===== config.mk =====
export PLATFORM = sky130hd
export DESIGN_NAME = polyline_direction_change_counter
export DESIGN_NICKNAME = d
export VERILOG_FILES = /design/src/rtl/core/pdcc_pkg.sv /design/src/rtl/core/pdcc_ctrl.sv /design/src/rtl/core/pdcc_dp.sv /design/src/rtl/core/polyline_direction_change_counter.sv
export SDC_FILE = /design/constraint.sdc
export NUM_CORES = 2
export LEC_CHECK = 0
export BUFFER_PORTS_ARGS = -buffer_cell sky130_fd_sc_hd__buf_2
export CAP_MARGIN = 20
export CORE_ASPECT_RATIO = 0.75
export CORE_UTILIZATION = 50
export DETAILED_ROUTE_END_ITERATION = 7
export GPL_TIMING_DRIVEN = 0
export PLACE_DENSITY = 0.75
export SLEW_MARGIN = 30
export SYNTH_ARGS = -nofsm -noshare
export SYNTH_HDL_FRONTEND = slang
export SYNTH_SLANG_ARGS = --single-unit

===== constraint.sdc =====
create_clock -name clk -period 15.23 [get_ports clk]
set_input_delay 1.523 -clock clk [delete_from_list [all_inputs] [get_ports clk]]
set_output_delay 1.523 -clock clk [all_outputs]
set_load 0.01 [all_outputs]

===== src/rtl/core/pdcc_pkg.sv =====
package pdcc_pkg;

  typedef enum logic [4:0] {
    OP_IDLE,
    OP_TAKE_FIRST,
    OP_TAKE_NEXT,
    OP_OPEN_CLOSE,
    OP_DOT_X,
    OP_DOT_Y,
    OP_MAG_X,
    OP_MAG_Y,
    OP_SQ_LO,
    OP_SQ_MID,
    OP_SQ_HI,
    OP_PR_LL,
    OP_PR_LH,
    OP_PR_HL,
    OP_PR_HH,
    OP_DECIDE,
    OP_EMIT
  } op_t;

endpackage


===== src/rtl/core/pdcc_ctrl.sv =====
module pdcc_ctrl (
  input  logic           clk,
  input  logic           rst_n,
  input  logic           in_valid,
  input  logic           in_last_point,
  output logic           in_stall,
  output logic           out_valid,
  input  logic           out_stall,
  output pdcc_pkg::op_t  op
);

  typedef enum logic [4:0] {
    S_IDLE,
    S_OPEN_CLOSE,
    S_DOT_X,
    S_DOT_Y,
    S_MAG_X,
    S_MAG_Y,
    S_SQ_LO,
    S_SQ_MID,
    S_SQ_HI,
    S_PR_LL,
    S_PR_LH,
    S_PR_HL,
    S_PR_HH,
    S_DRAIN,
    S_DECIDE,
    S_EMIT
  } state_t;

  state_t state_r, state_nxt;
  logic   inside_r, inside_nxt;
  logic   last_r, last_nxt;
  logic   closing_r, closing_nxt;
  logic   out_valid_r, out_valid_nxt;

  assign in_stall  = (state_r != S_IDLE);
  assign out_valid = out_valid_r;

  always_comb begin
    state_nxt     = state_r;
    inside_nxt    = inside_r;
    last_nxt      = last_r;
    closing_nxt   = closing_r;
    out_valid_nxt = out_valid_r & out_stall;
    op            = pdcc_pkg::OP_IDLE;
    case (state_r)
      S_IDLE: begin
        if (in_valid) begin
          last_nxt    = in_last_point;
          closing_nxt = 1'b0;
          inside_nxt  = 1'b1;
          if (inside_r) begin
            op        = pdcc_pkg::OP_TAKE_NEXT;
            state_nxt = S_DOT_X;
          end else begin
            op        = pdcc_pkg::OP_TAKE_FIRST;
            state_nxt = in_last_point ? S_OPEN_CLOSE : S_IDLE;
          end
        end
      end
      S_OPEN_CLOSE: begin
        op          = pdcc_pkg::OP_OPEN_CLOSE;
        closing_nxt = 1'b1;
        state_nxt   = S_DOT_X;
      end
      S_DOT_X: begin
        op        = pdcc_pkg::OP_DOT_X;
        state_nxt = S_DOT_Y;
      end
      S_DOT_Y: begin
        op        = pdcc_pkg::OP_DOT_Y;
        state_nxt = S_MAG_X;
      end
      S_MAG_X: begin
        op        = pdcc_pkg::OP_MAG_X;
        state_nxt = S_MAG_Y;
      end
      S_MAG_Y: begin
        op        = pdcc_pkg::OP_MAG_Y;
        state_nxt = S_SQ_LO;
      end
      S_SQ_LO: begin
        op        = pdcc_pkg::OP_SQ_LO;
        state_nxt = S_SQ_MID;
      end
      S_SQ_MID: begin
        op        = pdcc_pkg::OP_SQ_MID;
        state_nxt = S_SQ_HI;
      end
      S_SQ_HI: begin
        op        = pdcc_pkg::OP_SQ_HI;
        state_nxt = S_PR_LL;
      end
      S_PR_LL: begin
        op        = pdcc_pkg::OP_PR_LL;
        state_nxt = S_PR_LH;
      end
      S_PR_LH: begin
        op        = pdcc_pkg::OP_PR_LH;
        state_nxt = S_PR_HL;
      end
      S_PR_HL: begin
        op        = pdcc_pkg::OP_PR_HL;
        state_nxt = S_PR_HH;
      end
      S_PR_HH: begin
        op        = pdcc_pkg::OP_PR_HH;
        state_nxt = S_DRAIN;
      end
      S_DRAIN: begin
        state_nxt = S_DECIDE;
      end
      S_DECIDE: begin
        op = pdcc_pkg::OP_DECIDE;
        if (closing_r) begin
          state_nxt = S_EMIT;
        end else if (last_r) begin
          state_nxt = S_OPEN_CLOSE;
        end else begin
          state_nxt = S_IDLE;
        end
      end
      S_EMIT: begin
        if (!out_valid_r || !out_stall) begin
          op            = pdcc_pkg::OP_EMIT;
          out_valid_nxt = 1'b1;
          inside_nxt    = 1'b0;
          state_nxt     = S_IDLE;
        end
      end
      default: begin
        state_nxt = S_IDLE;
      end
    endcase
  end

  always_ff @(posedge clk) begin
    if (!rst_n) begin
      state_r     <= S_IDLE;
      inside_r    <= 1'b0;
      last_r      <= 1'b0;
      closing_r   <= 1'b0;
      out_valid_r <= 1'b0;
    end else begin
      state_r     <= state_nxt;
      inside_r    <= inside_nxt;
      last_r      <= last_nxt;
      closing_r   <= closing_nxt;
      out_valid_r <= out_valid_nxt;
    end
  end

endmodule


===== src/rtl/core/pdcc_dp.sv =====
module pdcc_dp #(
  parameter int COORD_BITS = 16,
  parameter int COUNT_BITS = 16
) (
  input  logic                         clk,
  input  logic                         rst_n,
  input  pdcc_pkg::op_t                op,
  input  logic signed [COORD_BITS-1:0] in_point_x,
  input  logic signed [COORD_BITS-1:0] in_point_y,
  output logic        [COUNT_BITS-1:0] out_change_count
);

  localparam int CW  = COORD_BITS;
  localparam int DW  = CW + 1;
  localparam int MW  = CW + 2;
  localparam int PW  = 2 * MW;
  localparam int SW  = 2 * CW + 3;
  localparam int QW  = 2 * CW + 2;
  localparam int AW  = 4 * CW + 6;
  localparam int H   = CW + 1;

  logic signed [CW-1:0]         first_x_r, first_y_r, prev_x_r, prev_y_r;
  logic signed [DW-1:0]         dx_r, dy_r, kx_r, ky_r;
  logic signed [SW-1:0]         dot_r, dot_neg;
  logic        [QW-1:0]         dot_abs_r, dmag_r, kmag_r;
  logic signed [AW-1:0]         acc_r, prod_ext;
  logic signed [PW-1:0]         prod_r, prod_w;
  logic signed [MW-1:0]         mul_a, mul_b;
  pdcc_pkg::op_t                acc_op_r;
  logic        [COUNT_BITS-1:0] count_r, out_count_r;
  logic                         counts;

  assign out_change_count = out_count_r;

  always_comb begin
    mul_a = '0;
    mul_b = '0;
    case (op)
      pdcc_pkg::OP_DOT_X: begin
        mul_a = MW'(dx_r);
        mul_b = MW'(kx_r);
      end
      pdcc_pkg::OP_DOT_Y: begin
        mul_a = MW'(dy_r);
        mul_b = MW'(ky_r);
      end
      pdcc_pkg::OP_MAG_X: begin
        mul_a = MW'(dx_r);
        mul_b = MW'(dx_r);
      end
      pdcc_pkg::OP_MAG_Y: begin
        mul_a = MW'(dy_r);
        mul_b = MW'(dy_r);
      end
      pdcc_pkg::OP_SQ_LO: begin
        mul_a = $signed({1'b0, dot_abs_r[H-1:0]});
        mul_b = $signed({1'b0, dot_abs_r[H-1:0]});
      end
      pdcc_pkg::OP_SQ_MID: begin
        mul_a = $signed({1'b0, dot_abs_r[QW-1:H]});
        mul_b = $signed({1'b0, dot_abs_r[H-1:0]});
      end
      pdcc_pkg::OP_SQ_HI: begin
        mul_a = $signed({1'b0, dot_abs_r[QW-1:H]});
        mul_b = $signed({1'b0, dot_abs_r[QW-1:H]});
      end
      pdcc_pkg::OP_PR_LL: begin
        mul_a = $signed({1'b0, dmag_r[H-1:0]});
        mul_b = $signed({1'b0, kmag_r[H-1:0]});
      end
      pdcc_pkg::OP_PR_LH: begin
        mul_a = $signed({1'b0, dmag_r[H-1:0]});
        mul_b = $signed({1'b0, kmag_r[QW-1:H]});
      end
      pdcc_pkg::OP_PR_HL: begin
        mul_a = $signed({1'b0, dmag_r[QW-1:H]});
        mul_b = $signed({1'b0, kmag_r[H-1:0]});
      end
      pdcc_pkg::OP_PR_HH: begin
        mul_a = $signed({1'b0, dmag_r[QW-1:H]});
        mul_b = $signed({1'b0, kmag_r[QW-1:H]});
      end
      default: begin
        mul_a = '0;
        mul_b = '0;
      end
    endcase
  end

  assign prod_w   = PW'(mul_a) * PW'(mul_b);
  assign prod_ext = AW'(prod_r);
  assign dot_neg  = -dot_r;
  assign counts   = (dmag_r == '0) || (kmag_r == '0) || (!acc_r[AW-1] && (acc_r != '0));

  always_ff @(posedge clk) begin
    prod_r    <= prod_w;
    dot_abs_r <= dot_r[SW-1] ? dot_neg[QW-1:0] : dot_r[QW-1:0];

    if (op == pdcc_pkg::OP_TAKE_FIRST) begin
      first_x_r <= in_point_x;
      first_y_r <= in_point_y;
      prev_x_r  <= in_point_x;
      prev_y_r  <= in_point_y;
    end else if (op == pdcc_pkg::OP_TAKE_NEXT) begin
      dx_r     <= DW'(in_point_x) - DW'(prev_x_r);
      dy_r     <= DW'(in_point_y) - DW'(prev_y_r);
      prev_x_r <= in_point_x;
      prev_y_r <= in_point_y;
    end else if (op == pdcc_pkg::OP_OPEN_CLOSE) begin
      dx_r <= DW'(first_x_r) - DW'(prev_x_r);
      dy_r <= DW'(first_y_r) - DW'(prev_y_r);
    end

    if (op == pdcc_pkg::OP_TAKE_NEXT || op == pdcc_pkg::OP_OPEN_CLOSE) begin
      dot_r  <= '0;
      dmag_r <= '0;
      acc_r  <= '0;
    end else begin
      case (acc_op_r)
        pdcc_pkg::OP_DOT_X, pdcc_pkg::OP_DOT_Y: begin
          dot_r <= dot_r + prod_r[SW-1:0];
        end
        pdcc_pkg::OP_MAG_X, pdcc_pkg::OP_MAG_Y: begin
          dmag_r <= dmag_r + prod_r[QW-1:0];
        end
        pdcc_pkg::OP_SQ_LO: begin
          acc_r <= acc_r - (prod_ext <<< 2);
        end
        pdcc_pkg::OP_SQ_MID: begin
          acc_r <= acc_r - (prod_ext <<< (H + 3));
        end
        pdcc_pkg::OP_SQ_HI: begin
          acc_r <= acc_r - (prod_ext <<< (2 * H + 2));
        end
        pdcc_pkg::OP_PR_LL: begin
          acc_r <= acc_r + prod_ext;
        end
        pdcc_pkg::OP_PR_LH, pdcc_pkg::OP_PR_HL: begin
          acc_r <= acc_r + (prod_ext <<< H);
        end
        pdcc_pkg::OP_PR_HH: begin
          acc_r <= acc_r + (prod_ext <<< (2 * H));
        end
        default: begin
          acc_r <= acc_r;
        end
      endcase
    end

    if (op == pdcc_pkg::OP_EMIT) begin
      out_count_r <= count_r;
    end
  end

  always_ff @(posedge clk) begin
    if (!rst_n) begin
      acc_op_r <= pdcc_pkg::OP_IDLE;
      kx_r     <= '0;
      ky_r     <= '0;
      kmag_r   <= '0;
      count_r  <= '0;
    end else begin
      acc_op_r <= op;
      if (op == pdcc_pkg::OP_DECIDE && counts) begin
        kx_r   <= dx_r;
        ky_r   <= dy_r;
        kmag_r <= dmag_r;
        if (count_r != '1) begin
          count_r <= count_r + COUNT_BITS'(1);
        end
      end else if (op == pdcc_pkg::OP_EMIT) begin
        kx_r    <= '0;
        ky_r    <= '0;
        kmag_r  <= '0;
        count_r <= '0;
      end
    end
  end

endmodule


===== src/rtl/core/polyline_direction_change_counter.sv =====
// A first vertex that is not last is only stored; every later vertex has its segment worked
// on the one shared multiplier (11 products, one drain, one decision).
// A last vertex that is not first takes its segment, the closing segment, then an output step that waits on out_stall.
// The count appears on the output in the cycle after that step; a new beat is taken while it waits there.
// Synchronous active-low reset clears the control state, the kept direction and the count.
module polyline_direction_change_counter #(
  parameter int COORD_BITS = 16,
  parameter int COUNT_BITS = 16
) (
  input  logic                         clk,
  input  logic                         rst_n,
  input  logic                         in_valid,
  output logic                         in_stall,
  input  logic signed [COORD_BITS-1:0] in_point_x,
  input  logic signed [COORD_BITS-1:0] in_point_y,
  input  logic                         in_last_point,
  output logic                         out_valid,
  input  logic                         out_stall,
  output logic        [COUNT_BITS-1:0] out_change_count
);

  pdcc_pkg::op_t op;

  pdcc_ctrl u_ctrl (
    .clk           (clk),
    .rst_n         (rst_n),
    .in_valid      (in_valid),
    .in_last_point (in_last_point),
    .in_stall      (in_stall),
    .out_valid     (out_valid),
    .out_stall     (out_stall),
    .op            (op)
  );

  pdcc_dp #(
    .COORD_BITS (COORD_BITS),
    .COUNT_BITS (COUNT_BITS)
  ) u_dp (
    .clk              (clk),
    .rst_n            (rst_n),
    .op               (op),
    .in_point_x       (in_point_x),
    .in_point_y       (in_point_y),
    .out_change_count (out_change_count)
  );

endmodule

[After elaboration in Yosys (flattened, before gate mapping)]
Index checks and enable logic that the tools add are counted.
Operators by class
  bitwise logic cells: 2
  $add $sub $neg: 14
  equality and inequality tests: 46
  reduce and logical (&&, ||, !) cells: 37
  mux-type cells: 38
  multiply operators: 1
Operator list (number)
  case mux 70 bit (6 select lines): 1
  case mux 18 bit (8 select lines): 1
  2-to-1 mux 17 bit: 7
  == test 5 x 4 -> 1 bit, second input constant: 23
  2-to-1 mux 16 bit: 7
  case mux 18 bit (6 select lines): 1
  2-to-1 mux 34 bit: 3
  case mux 5 bit (16 select lines): 1
  case mux 5 bit (15 select lines): 1
  adder 70 x 36 -> 70 bit: 1
  adder 70 x 53 -> 70 bit: 1
  adder 70 bit: 1
  nonzero test 70 bit: 1
  subtractor 70 x 38 -> 70 bit: 1
  subtractor 70 x 56 -> 70 bit: 1
  subtractor 70 bit: 1
  zero test 34 bit: 2
  subtractor 16 x 16 -> 17 bit: 4
  == test 5 x 3 -> 1 bit, second input constant: 12
  multiplier 18 x 18 -> 36 bit: 1
  adder 35 bit: 1
  adder 34 bit: 1
  negation 34 bit: 1
  2-to-1 mux 5 bit: 6
  other kinds (22): 58
Word-level totals
  bits of input ports: 37
  output and inout port bits: 18
  flip-flop bits (word level): 421
  word-level logic and storage cells: 160

[Logic depth before layout (Yosys ltp)]
  depth in word-level cells: 8
  depth in mapped cells: 36
  mapped depth without buffers: 31

[Hierarchy]
Synthesis repeated with hierarchy kept, for this count alone.
Second synthesis, totals
  cells, all modules: 6364
  area total of the unflattened synthesis: 50766.2 um2
By module, submodules not included
  pdcc_dp: instances 1, seq. area each 9389.0 um2, area each 50218.2 um2, cells each 6297
  pdcc_ctrl: instances 1, seq. area each 160.2 um2, area each 548.0 um2, cells each 67

[Worst setup path before layout]
No wires, ideal clock.
  path type: flip-flop to flip-flop
  from: reg u_ctrl.state_r[2]
  to: reg u_dp.prod_r[34]
  arrival time: 8.060 ns
  library setup time: 0.072 ns
  period minus slack after synthesis: 8.132 ns
  data required time: 15.158 ns
  buffers on the path: 5
  setup slack: 7.098 ns
  stages on the path, launching flop included: 29
  cells stage by stage: dfxtp_1 -> clkbuf_1 -> nand2b_1 -> clkbuf_1 -> nor3_1 -> or2_2 -> clkbuf_1 -> buf_1 -> a22o_1 -> clkbuf_1 -> nand2_1 -> fa_1 -> inv_1 -> fa_1 -> ha_1 -> inv_1 -> fa_1 -> inv_1 -> fa_1 -> inv_1 -> fa_1 -> inv_1 -> ha_1 -> nand4_1 -> or4_1 -> a31o_2 -> o311a_1 -> a21oi_1 -> xor2_1
Between the ends
  cells in the longest elaborated chain, start to end: 6
  elaborated cells between the ends (all ways): 38
  those cells by class: 1 x mul; 25 x eq/ne; 3 x mux; 9 x reduce/logical
Ends and longest elaborated chain
  start, declared: line pdcc_ctrl.sv:31  | state_t state_r, state_nxt;
  start signal, assigned: line pdcc_ctrl.sv:146  | state_r <= state_nxt;
  == test 5 x 4 -> 1 bit (tied with other cells): line pdcc_ctrl.sv:47  | case (state_r)
  case mux 5 bit (15 select lines) (*): line pdcc_ctrl.sv:47
  == test 5 x 4 -> 1 bit or == test 5 x 3 -> 1 bit (tied branches): line pdcc_dp.sv:38  | case (op)
  OR reduction 2 bit (no line)
  case mux 18 bit (8 select lines) or case mux 18 bit (6 select lines) (tied branches): line pdcc_dp.sv:38
  multiplier 18 x 18 -> 36 bit (*): line pdcc_dp.sv:90  | assign prod_w = PW'(mul_a) * PW'(mul_b);
  named net u_dp.prod_w[34]: line pdcc_dp.sv:27  | logic signed [PW-1:0] prod_r, prod_w;
  end signal, assigned: line pdcc_dp.sv:96  | prod_r <= prod_w;
  end, declared: line pdcc_dp.sv:27
The timed path passes the listed nets; every way through them passes the cells marked *.
A chain may end at the register's enable or synchronous reset.

[Worst setup path in the final report]
  from: reg u_ctrl.state_r[2]
  to: reg u_dp.prod_r[35]
The elaborated chain is that of the path after synthesis.

==> metrics.txt <==
result of the run=finished, violations left; failing checks=design-rule violations; all-layer global routing usage=a little over two fifths; detailed-route wire length=approximately 220000 µm; number of nets in the final layout=approximately 7300; clock tree from TritonCTS=yes; hold path startpoint=u_dp.dot_r[0]$_SDFFE_PN0P_; antenna violations before repair=18; commonest cells in the synthesized netlist=645 x sky130_fd_sc_hd__nand2_1, 638 x sky130_fd_sc_hd__inv_1, 598 x sky130_fd_sc_hd__a21oi_1; Worst setup startpoint=u_ctrl.state_r[2]$_SDFFE_PN0P_; number of buffers inserted to repair setup after CTS=0; Worst-path clk slew=~0.060 ns; Crit-path slowest cell=sky130_fd_sc_hd__nor3_2; setup TNS after final layout=0 ns; DR WL/cell=27.8 µm; total number of yosys warnings=0; total leakage power=around 0.025 µW; detailed-router iteration count before antenna repair=8; number of buffers created by CTS=49; DRC viols=42; time the final worst path needs with I/O delays and setup=roughly 11 ns; worst-skew pair later-pin latency=roughly 0.68 ns; via count of the first global-routing pass=48384; worst-margin pin slew=1.17 ns; share of post-route cells with drive strength above 1=5.25%; element type at the critical path start=register; worst stage delay on the critical path=between 0.7 and 0.8 ns; max cap viols=0; number of inserted filler cells in the final layout=between 9000 and 10000; area fraction of the dominant cell type after synthesis=a little over an eighth; biggest area contributors in the synthesized netlist=sky130_fd_sc_hd__fa_1 13%, sky130_fd_sc_hd__dfxtp_1 12%, sky130_fd_sc_hd__ha_1 12%, sky130_fd_sc_hd__edfxtp_1 6.8%, sky130_fd_sc_hd__a21oi_1 5.9%; I/O pins=between 50 and 60; pin count of the biggest net entering global routing=39; Crit. End Element=register; maximum net fanout on the critical path=10; setup repair after global routing missed its margin=no; number of flops mapped to enable cells by yosys=between 100 and 150; distinct cell type count of the synthesized netlist=94; # port buffers=54; Power per Cell Area=just under 100 nW/µm²; H-tree lvl count=2; Synth async-reset ratio=0%; critical path data required time=between 15 and 20 ns; Chip Width=370 µm; # rows=100; final setup fails=0; initial standard-cell utilization of the core=roughly half; source of the worst register-to-register timing path=u_ctrl.state_r[2]$_SDFFE_PN0P_; global-route wire length before repair=roughly 320000 µm; period utilization=just over 70%; clk buf depth=3; Layout Skew=0.0668 ns; total grt overflow=0; FF+latch count, synth=420; TritonCTS sink count=420; number of hold buffers added after CTS=0; floorplan die height=approximately 280 µm; Relative slew margins=21.2%; library cell with the highest instance count after synthesis=sky130_fd_sc_hd__nand2_1; worst hold-check path type=register to register; Post-Synthesis Cells=~6400; max-slew violations=0; sum of net half-perimeters after detailed placement=about 170000 µm; routability-driven placement congestion ratio=1.11; number of nets with antenna violations after detailed routing=0; leading area contributor after synthesis=sky130_fd_sc_hd__fa_1; total die area=103000 µm²; number of instances resized during post-cts repair=0; first-iteration detailed-routing DRC count=7244; Syn Std Cell Area=50600 µm²; Area growth syn-to-layout=8.08%; Clock Tree Root=sky130_fd_sc_hd__clkbuf_16; Fmax=0.0923 GHz; predominant post-synthesis flop cell=sky130_fd_sc_hd__dfxtp_1; worst vdd ir=~0.09 mV; mean area per synthesized cell=about 8 µm²; signal arrival time at the worst endpoint=between 10 and 15 ns; sequential area share after synthesis=between 10% and 20%; critical setup path kind=register to register; final standard cell utilization of the core=between 50% and 60%; final number of hold-violating endpoints=0; core outline area=99800 µm²; Vias=roughly 52000; average via count per standard cell=around 6.6; number of nets in the synthesized netlist=between 7000 and 8000
[area by class of cell]
| cell class | count | area (µm²) | area share, % |
|---|---|---|---|
| multi-input cells | 5006 | 37900 | 69.1 |
| repair buffers | 74 | 527 | 0.962 |
| clock buffers | 62 | 1310 | 2.39 |
| inverters | 645 | 2420 | 4.42 |
| clock inverters | 29 | 295 | 0.539 |
| well taps | 1326 | 1660 | 3.03 |
| diodes | 11 | 27.5 | 0.0503 |
| plain buffers | 282 | 1080 | 1.97 |
| flip-flops and latches | 420 | 9580 | 17.5 |
[worst max-delay path, delay by kind of cell (launching register included)]
| family | cells | cell delay [ns] |
|---|---|---|
| compound gates | 8 | 2.74 |
| fa+ha+maj | 7 | 3.55 |
| flops | 1 | 0.30 |
| xor+xnor | 1 | 0.55 |
| simple gates | 6 | 1.61 |
| buf+inv | 10 | 1.89 |
[layout by cell type (no fill, tap or decap), types with 37 or more instances in the layout]
master,instances
sky130_fd_sc_hd__fa_1,340
sky130_fd_sc_hd__nor4_1,64
sky130_fd_sc_hd__inv_1,637
sky130_fd_sc_hd__o21ai_0,314
sky130_fd_sc_hd__o21bai_1,61
sky130_fd_sc_hd__a21o_1,162
sky130_fd_sc_hd__o221ai_1,52
sky130_fd_sc_hd__nand2b_1,68
sky130_fd_sc_hd__o211ai_1,51
sky130_fd_sc_hd__a31oi_1,72
sky130_fd_sc_hd__clkbuf_16,49
sky130_fd_sc_hd__xnor2_1,252
sky130_fd_sc_hd__nor2_1,491
sky130_fd_sc_hd__a221oi_1,57
sky130_fd_sc_hd__clkbuf_1,260
sky130_fd_sc_hd__and3_1,44
sky130_fd_sc_hd__nand4_1,59
sky130_fd_sc_hd__a22oi_1,37
sky130_fd_sc_hd__mux2_2,37
sky130_fd_sc_hd__edfxtp_1,114
sky130_fd_sc_hd__a21oi_1,589
sky130_fd_sc_hd__nor2b_1,44
sky130_fd_sc_hd__nand2_1,645
sky130_fd_sc_hd__ha_1,467
sky130_fd_sc_hd__a211oi_1,67
sky130_fd_sc_hd__nor3_1,87
sky130_fd_sc_hd__dfxtp_1,287
sky130_fd_sc_hd__buf_2,60
sky130_fd_sc_hd__xor2_1,125
sky130_fd_sc_hd__nand3_1,189
sky130_fd_sc_hd__o21a_1,53
[state kept, by name, summed over array words and instances, names as in the netlist, 34 cells and up]
register	count
u_dp.acc_r	70
u_dp.prod_r	36
u_dp.dot_abs_r	34
u_dp.kmag_r	34
u_dp.dmag_r	34
u_dp.dot_r	35
[final timing paths]
kind,endpoint,slack [ns],cells after the start
min,u_dp.dot_abs_r[0]$_DFF_P_,0.40,0
max reg2reg,u_dp.prod_r[35]$_DFF_P_,4.40,32
max,u_dp.prod_r[35]$_DFF_P_,4.40,32
min reg2reg,u_dp.dot_abs_r[0]$_DFF_P_,0.40,0
[report_power, final]
| group | switching [µW] | internal [µW] | leakage (µW) |
|---|---|---|---|
| clock | 574 | 654 | 0.000771 |
| sequential | 140 | 1240 | 0.00358 |
| combinational | 1730 | 952 | 0.0202 |
| total | 2450 | 2840 | 0.0245 |
[layer usage]
metal	vias up	share of wire [%]	GRT usage (%)
met5	-	0.070	0
met4	22	6.2	21.3
met3	750	14	14.4
met2	3551	40	59.2
met1	24698	40	55.8
li1	22859	-	-
[metrics by stage]
stage / total power [µW] / worst slack (ns) / cells / area, µm² / hold slack [ns]
after detailed placement: 3920 / 4.83 / 7753 / 53100 / 0.381
after CTS: 5150 / 4.81 / 7844 / 54700 / 0.398
after global routing: 5450 / 3.95 / 7844 / 54700 / 0.401
final: 5290 / 4.40 / 7855 / 54700 / 0.399
after global placement: 3900 / 4.36 / 7733 / 52600 / 0.384
after floorplan: 3050 / 7.10 / 6353 / 50600 / 0.368
[kinds of logic (layout without fill, tap and decap cells)]
family,Yosys count,after routing,share of synthesized area (%)
xor gates and xnor gates,377,377,6.52
other,0,11,0
adders and majority gates,807,807,25.0
DFF,420,420,18.9
muxes,67,67,1.42
AOI/OAI and AO/OA,1865,1865,24.0
and+or+nand+nor,1890,1890,17.4
buffers and inverters,927,1092,6.88
No activity file was read; power rests on OpenSTA's default activity.
